$ cat src/multi_waveform_sample_generator_assert.svh
// Assertion macros for the waveform generator top level.
`ifndef MULTI_WAVEFORM_SAMPLE_GENERATOR_ASSERT_SVH
`define MULTI_WAVEFORM_SAMPLE_GENERATOR_ASSERT_SVH

// Same-cycle implication, checked outside reset.
`define MWSG_ASSERT_NOW(lbl, ante, cons, msg) \
  lbl: assert property (@(posedge clk) disable iff (!rst_n) (ante) |-> (cons)) else $error(msg);

// Next-cycle implication, checked outside reset.
`define MWSG_ASSERT_NEXT(lbl, ante, cons, msg) \
  lbl: assert property (@(posedge clk) disable iff (!rst_n) (ante) |=> (cons)) else $error(msg);

`endif

$ cat src/mwsg_pkg.sv
// Package: widths, codes, sideband type and the quarter-wave cosine table.
package mwsg_pkg;

  localparam int SINE_TABLE_BITS = 10;
  localparam int PERIOD_WIDTH    = 24;
  localparam int IDX_WIDTH       = 32;
  localparam int FRAC_WIDTH      = 16;
  localparam int DIV_DEPTH       = IDX_WIDTH + FRAC_WIDTH;
  localparam int QTR             = (1 << SINE_TABLE_BITS) / 4;
  localparam int QTR_BITS        = SINE_TABLE_BITS - 2;
  localparam int Q30_BITS        = 30;

  localparam longint PI_HALF_Q30 = 64'sd1686629713;
  localparam longint ONE_Q30     = 64'sd1073741824;
  localparam longint HALF_Q30    = ONE_Q30 / 2;

  localparam logic [2:0] SHAPE_NONE     = 3'd0;
  localparam logic [2:0] SHAPE_COSINE   = 3'd1;
  localparam logic [2:0] SHAPE_SQUARE   = 3'd2;
  localparam logic [2:0] SHAPE_TRIANGLE = 3'd3;
  localparam logic [2:0] SHAPE_SAWTOOTH = 3'd4;

  localparam logic [1:0] REG_SHAPE      = 2'd0;
  localparam logic [1:0] REG_AMPLITUDE  = 2'd1;
  localparam logic [1:0] REG_PERIOD     = 2'd2;
  localparam logic [1:0] REG_PHASE_STEP = 2'd3;

  typedef struct packed {
    logic                       vld;
    logic [SINE_TABLE_BITS-1:0] j;
  } side_t;

  typedef logic [14:0] cos_tab_t [0:QTR];

  // Restoring long division of a non-negative numerator by a small positive divisor.
  function automatic longint udiv_nonneg(longint num, longint den);
    longint q;
    longint r;
    q = 0;
    r = 0;
    for (int b = 62; b >= 0; b--) begin
      r = (r << 1) | ((num >>> b) & 64'sd1);
      if (r >= den) begin
        r = r - den;
        q = q | (64'sd1 << b);
      end
    end
    return q;
  endfunction

  // Evaluated at elaboration only; the Taylor series runs in Q30. Every
  // intermediate that gets scaled down is non-negative, so the shifts match
  // truncating division.
  function automatic cos_tab_t build_cos_tab();
    cos_tab_t tab;
    longint   th;
    longint   x2;
    longint   t;
    longint   d;
    int       n;
    for (int m = 0; m <= QTR; m++) begin
      th = (PI_HALF_Q30 * longint'(m)) >>> QTR_BITS;
      x2 = (th * th) >>> Q30_BITS;
      t  = ONE_Q30;
      for (n = 18; n >= 2; n -= 2) begin
        d = longint'(n * (n - 1));
        t = ONE_Q30 - udiv_nonneg((x2 * t) >>> Q30_BITS, d);
      end
      if (t < 0) t = 0;
      tab[m] = 15'((64'sd32767 * t + HALF_Q30) >>> Q30_BITS);
    end
    return tab;
  endfunction

  localparam cos_tab_t COS_TAB = build_cos_tab();

endpackage

$ cat src/mwsg_div_pipe.sv
// Bit-per-stage pipeline: index mod period, then (remainder << 16) / period.
module mwsg_div_pipe (
  input  logic                               clk,
  input  logic                               rst_n,
  input  logic                               en,
  input  logic [mwsg_pkg::PERIOD_WIDTH-1:0]  period,
  input  logic [mwsg_pkg::IDX_WIDTH-1:0]     in_idx,
  input  mwsg_pkg::side_t                    in_side,
  output logic [mwsg_pkg::FRAC_WIDTH-1:0]    out_frac,
  output mwsg_pkg::side_t                    out_side
);

  localparam int PW = mwsg_pkg::PERIOD_WIDTH;
  localparam int IW = mwsg_pkg::IDX_WIDTH;
  localparam int FW = mwsg_pkg::FRAC_WIDTH;
  localparam int DEPTH = mwsg_pkg::DIV_DEPTH;

  logic [PW-1:0]   rem_r  [DEPTH];
  logic [IW-1:0]   idx_r  [DEPTH];
  logic [FW-1:0]   quo_r  [DEPTH];
  mwsg_pkg::side_t side_r [DEPTH];

  for (genvar k = 0; k < DEPTH; k++) begin : g_stage
    logic [PW-1:0]   prev_rem;
    logic [IW-1:0]   prev_idx;
    logic [FW-1:0]   prev_quo;
    mwsg_pkg::side_t prev_side;
    logic            in_bit;
    logic [PW:0]     trial;
    logic [PW:0]     diff;
    logic            ge;

    if (k == 0) begin : g_first
      assign prev_rem  = '0;
      assign prev_idx  = in_idx;
      assign prev_quo  = '0;
      assign prev_side = in_side;
    end else begin : g_rest
      assign prev_rem  = rem_r[k-1];
      assign prev_idx  = idx_r[k-1];
      assign prev_quo  = quo_r[k-1];
      assign prev_side = side_r[k-1];
    end

    // Modulo stages shift in index bits, fraction stages shift in zeros.
    if (k < IW) begin : g_mod
      assign in_bit = prev_idx[IW-1-k];
    end else begin : g_frac
      assign in_bit = 1'b0;
    end

    assign trial = {prev_rem, in_bit};
    assign ge    = (trial >= {1'b0, period});
    assign diff  = trial - {1'b0, period};

    always_ff @(posedge clk) begin
      if (!rst_n) begin
        side_r[k].vld <= 1'b0;
      end else if (en) begin
        side_r[k] <= prev_side;
      end
    end

    always_ff @(posedge clk) begin
      if (en) begin
        rem_r[k] <= ge ? diff[PW-1:0] : trial[PW-1:0];
        idx_r[k] <= prev_idx;
        quo_r[k] <= {prev_quo[FW-2:0], ge};
      end
    end
  end

  assign out_frac = quo_r[DEPTH-1];
  assign out_side = side_r[DEPTH-1];

endmodule

$ cat config.mk
export PLATFORM = sky130hd
export DESIGN_NAME = mwsg_div_pipe
export DESIGN_NICKNAME = d
export VERILOG_FILES = /design/src/multi_waveform_sample_generator_assert.svh /design/src/mwsg_pkg.sv /design/src/mwsg_div_pipe.sv
export SDC_FILE = /design/constraint.sdc
export NUM_CORES = 2
export LEC_CHECK = 0
export ABC_CLOCK_PERIOD_IN_PS = 17100
export BUFFER_PORTS_ARGS = -buffer_cell sky130_fd_sc_hd__buf_2
export CORE_MARGIN = 1.5
export CORE_UTILIZATION = 32
export DETAILED_ROUTE_END_ITERATION = 12
export PLACE_DENSITY = 0.51
export SYNTH_ARGS = -nofsm -noshare
export SYNTH_HDL_FRONTEND = slang
export SYNTH_SLANG_ARGS = --single-unit
$ cat constraint.sdc
create_clock -name clk -period 17.1 [get_ports clk]
set_input_delay 3.42 -clock clk [delete_from_list [all_inputs] [get_ports clk]]
set_output_delay 3.42 -clock clk [all_outputs]
set_load 0.02 [all_outputs]
==> flow_summary_export.csv <==
group,metric,value,unit
synthesis,synth_area_leaders,"edfxtp_1 (51%), ha_1 (10%), mux2_2 (6.3%)",
power_and_ir_drop,cellLeakagePower,57.9,nW
floorplan,ioPinCount,97,
synthesis,ys_types,100,
timing,hold_violations,0,
critical_path,slowest_delay,0.95,ns
synthesis,synth_warnings,0,
synthesis,synth_most_common_cell,"edfxtp_1",
floorplan,core_area,0.420,mm2
global_routing,antenna_found_initial,15,
floorplan,dieArea,0.425,mm2
clock_network,cts_setup_buffers,0,
timing,maxSlewViolCount,0,
global_routing,overflow,0,
min_path,hold_depth,0,
finish,drive_gt1_share,12.9,%
timing,setup_viol,0,
timing,timing.hold.ws,0.384,ns
critical_path,crit_chain,"buf_2 -> inv_4 -> buf_4 -> buf_4 -> ha_1 -> a21oi_1 -> nor3b_1 -> a21oi_1 -> a21oi_1 -> o21ai_0 -> a21oi_1 -> o21a_1 -> mux2_2",
clock_network,cts_root_buffer,"clkbuf_16",
synthesis,yosysSeqAreaShare,51.0,%
global_routing,grt_pass1_vias,86500,
clock_network,clockBufferDepth,4,
clock_network,clk_pin_slew,0.07,ns
critical_path,reg2regPathDepth,14,
clock_network,cts_tree,"done",
synthesis,synthesis.nets,12600,
synthesis,async_flop_share,0,%
synthesis,synth_top_family_by_area,"compound AO/OA/AOI/OAI gates",
finish,fillers,40800,
critical_path,critPathSlowestCell,"o21a_1",
clock_network,postCtsHoldBufs,0,
synthesis,synth_fa_ha_area_share,11.2,%
clock_network,clkSinkCount,2288,
critical_path,cp_top_family,"compound AO/OA/AOI/OAI gates",
clock_network,cts_resized,0,
timing,setup_tns,0,ns
critical_path,setup.worst_path.start_class,"input pin",
drt,drtAntennaViolNets,0,
placement,dpl.hpwl,230000,um
synthesis,synthesis.area,0.135,mm2
clock_network,h-tree-depth,5,
clock_network,cts_buffers,282,
timing,clock-skew-final,0.0496,ns
run_status,status,"finished, final reports clean",
critical_path,crit_arrival,8.20,ns
timing,rsz0062_at_grt,"no",
min_path,min-delay-path-class,"register to register",
drt,remaining_drc_errors,0,
critical_path,worst-path-stages,13,
drt,first_iter_violations,5981,
clock_network,clk_latency,0.93,ns
synthesis,synth_common_cells,"edfxtp_1 (2287), ha_1 (1129), a21oi_1 (860), mux2_2 (758), nand2_1 (660)",
power_and_ir_drop,power_density,200,mW/mm2
timing,tightest_slew,1.26,ns
critical_path,crit_path_frequent_cell,"a21oi_1",
timing,fmax,132,MHz
synthesis,synth_xor_area_share,5.62,%
timing,finalCritPeriodShare,44.1,%
synthesis,synth-simple-area-share,9.20,%
synthesis,synth_ff_type,"edfxtp_1",
timing,period_needed,7.55,ns
drt,wirelength,331000,um
global_routing,grt.total_usage,15.1,%
finish,fin_util,36.0,%
critical_path,worstPathMaxFanout,25,
synthesis,ys_ff_latch,2288,
global_routing,grt_first_pass_wirelength,509000,um
job,maxCapViolCount,0,
synthesis,yosys.area.top_type_share,51.0,%
drt,post_drt_wl_per_cell,19.1,um
placement,port-buffer-count,96,
synthesis,syn_inst,11300,
drt,dr.pass1.iters,7,
synthesis,synth_edf_count,2287,
global_routing,grt_max_degree,173,
drt,via_per_inst,5.11,
placement,gp_congestion,0.859,
power_and_ir_drop,max-vdd-ir-drop,81.0,uV
synthesis,synth_compound_area_share,14.2,%
synthesis,syn_avg_cell_area,11.9,um2
critical_path,required,17.75,ns
synthesis,synthMuxAreaShare,7.00,%
critical_path,critPathKind,"input pin to register",
floorplan,die_h,652,um
finish,nets,12800,
drt,num_vias,88500,
synthesis,yosys.area.top_type,"edfxtp_1",
power_and_ir_drop,power,30.3,mW
timing,relSlewSlack,15.7,%
finish,syn_to_final_growth,12.1,%
floorplan,start_util,32.1,%
critical_path,crit_buf_inv,4,
critical_path,cp-end-kind,"register",
floorplan,fp.dieW,652,um
floorplan,placementRows,238,
==> state kept, by name, summed over array words and instances (netlist names) <==
| register | count |
|---|---|
| rem_r | 1128 |
| quo_r | 136 |
| idx_r | 496 |
| side_r | 528 |
==> kinds of logic (layout without fill, tap and decap cells) <==
family,after synthesis,in the layout
simple gates,2543,2543
compound gates,2985,2985
fa+ha+maj,1175,1175
xor+xnor,865,865
buf+inv,620,1101
flops,2288,2288
mux,838,838
other cells,0,7
==> worst paths after layout <==
path                                     start              to  slack (ns)
worst max-delay path                 period[8]    rem_r[46][5]        9.55
worst min register to register  side_r[2][161]  side_r[2][172]        0.38
worst min-delay path            side_r[2][161]  side_r[2][172]        0.38
worst max register to register    idx_r[26][4]   rem_r[27][22]       12.56
==> report_power, final <==
group / internal, mW / leakage [nW] / switching [mW]
Sequential: 8.72 / 22.2 / 1.12
Clock: 3.34 / 4.27 / 2.41
Combinational: 6.94 / 31.3 / 7.76
==> layout by cell type (no fill, tap or decap), types with 51 or more instances in the layout <==
cell type	count
a211oi_1	84
a21boi_0	71
a21o_1	475
a21oi_1	858
a31oi_1	111
and2_1	55
and3_1	143
buf_2	94
buf_4	118
clkbuf_1	51
clkbuf_16	287
clkinv_1	58
edfxtp_1	2287
ha_1	1129
inv_1	373
mux2_2	758
mux2i_1	61
nand2_1	660
nand2b_1	124
nand3_1	186
nand4_1	141
nor2_1	654
nor2b_1	157
nor3_1	167
o211ai_1	56
o21a_1	130
o21ai_0	616
o21bai_1	140
o31ai_1	72
or3_1	59
xnor2_1	560
xor2_1	305
==> worst register-to-register path: stages (launching register included) <==
cell	delay, ns
edfxtp_1	0.53
inv_1	0.14
ha_1	0.17
inv_1	0.06
fa_1	0.40
a21o_1	0.18
a21oi_1	0.25
o21ai_0	0.20
a2111oi_1	0.84
nor3_1	0.16
a2111oi_0	0.65
o21bai_1	0.17
a21oi_1	0.20
xnor2_1	0.08
mux2_2	0.26
==> metrics by stage <==
step	worst slack (ns)	std cells	cell area (um2)
after floorplan	1.69	11300	135000
after CTS	9.57	17300	151000
after global placement	8.59	16800	142000
final	9.55	17300	151000
after global routing	9.22	17300	151000
after detailed placement	8.61	16800	142000
==> routing by layer <==
metal,global-route usage (%),wire length [um],vias up
met5,0,0,-
met4,3.65,7790,0
met3,2.08,13700,442
met2,24.6,150000,1625
met1,21.2,159000,42600
li1,-,-,43900
==> final cells by class <==
type	instances	area, um2	share of cell area, %
Clock buffer	341	7410	4.91
Antenna cell	7	17.5	0.0116
Inverter	397	1550	1.03
Sequential cell	2288	68700	45.5
Tap cell	5520	6910	4.57
Timing Repair Buffer	217	1450	0.958
Multi-Input combinational cell	8406	63700	42.2
Clock inverter	146	1340	0.889
No activity file was read; power rests on OpenSTA's default activity.
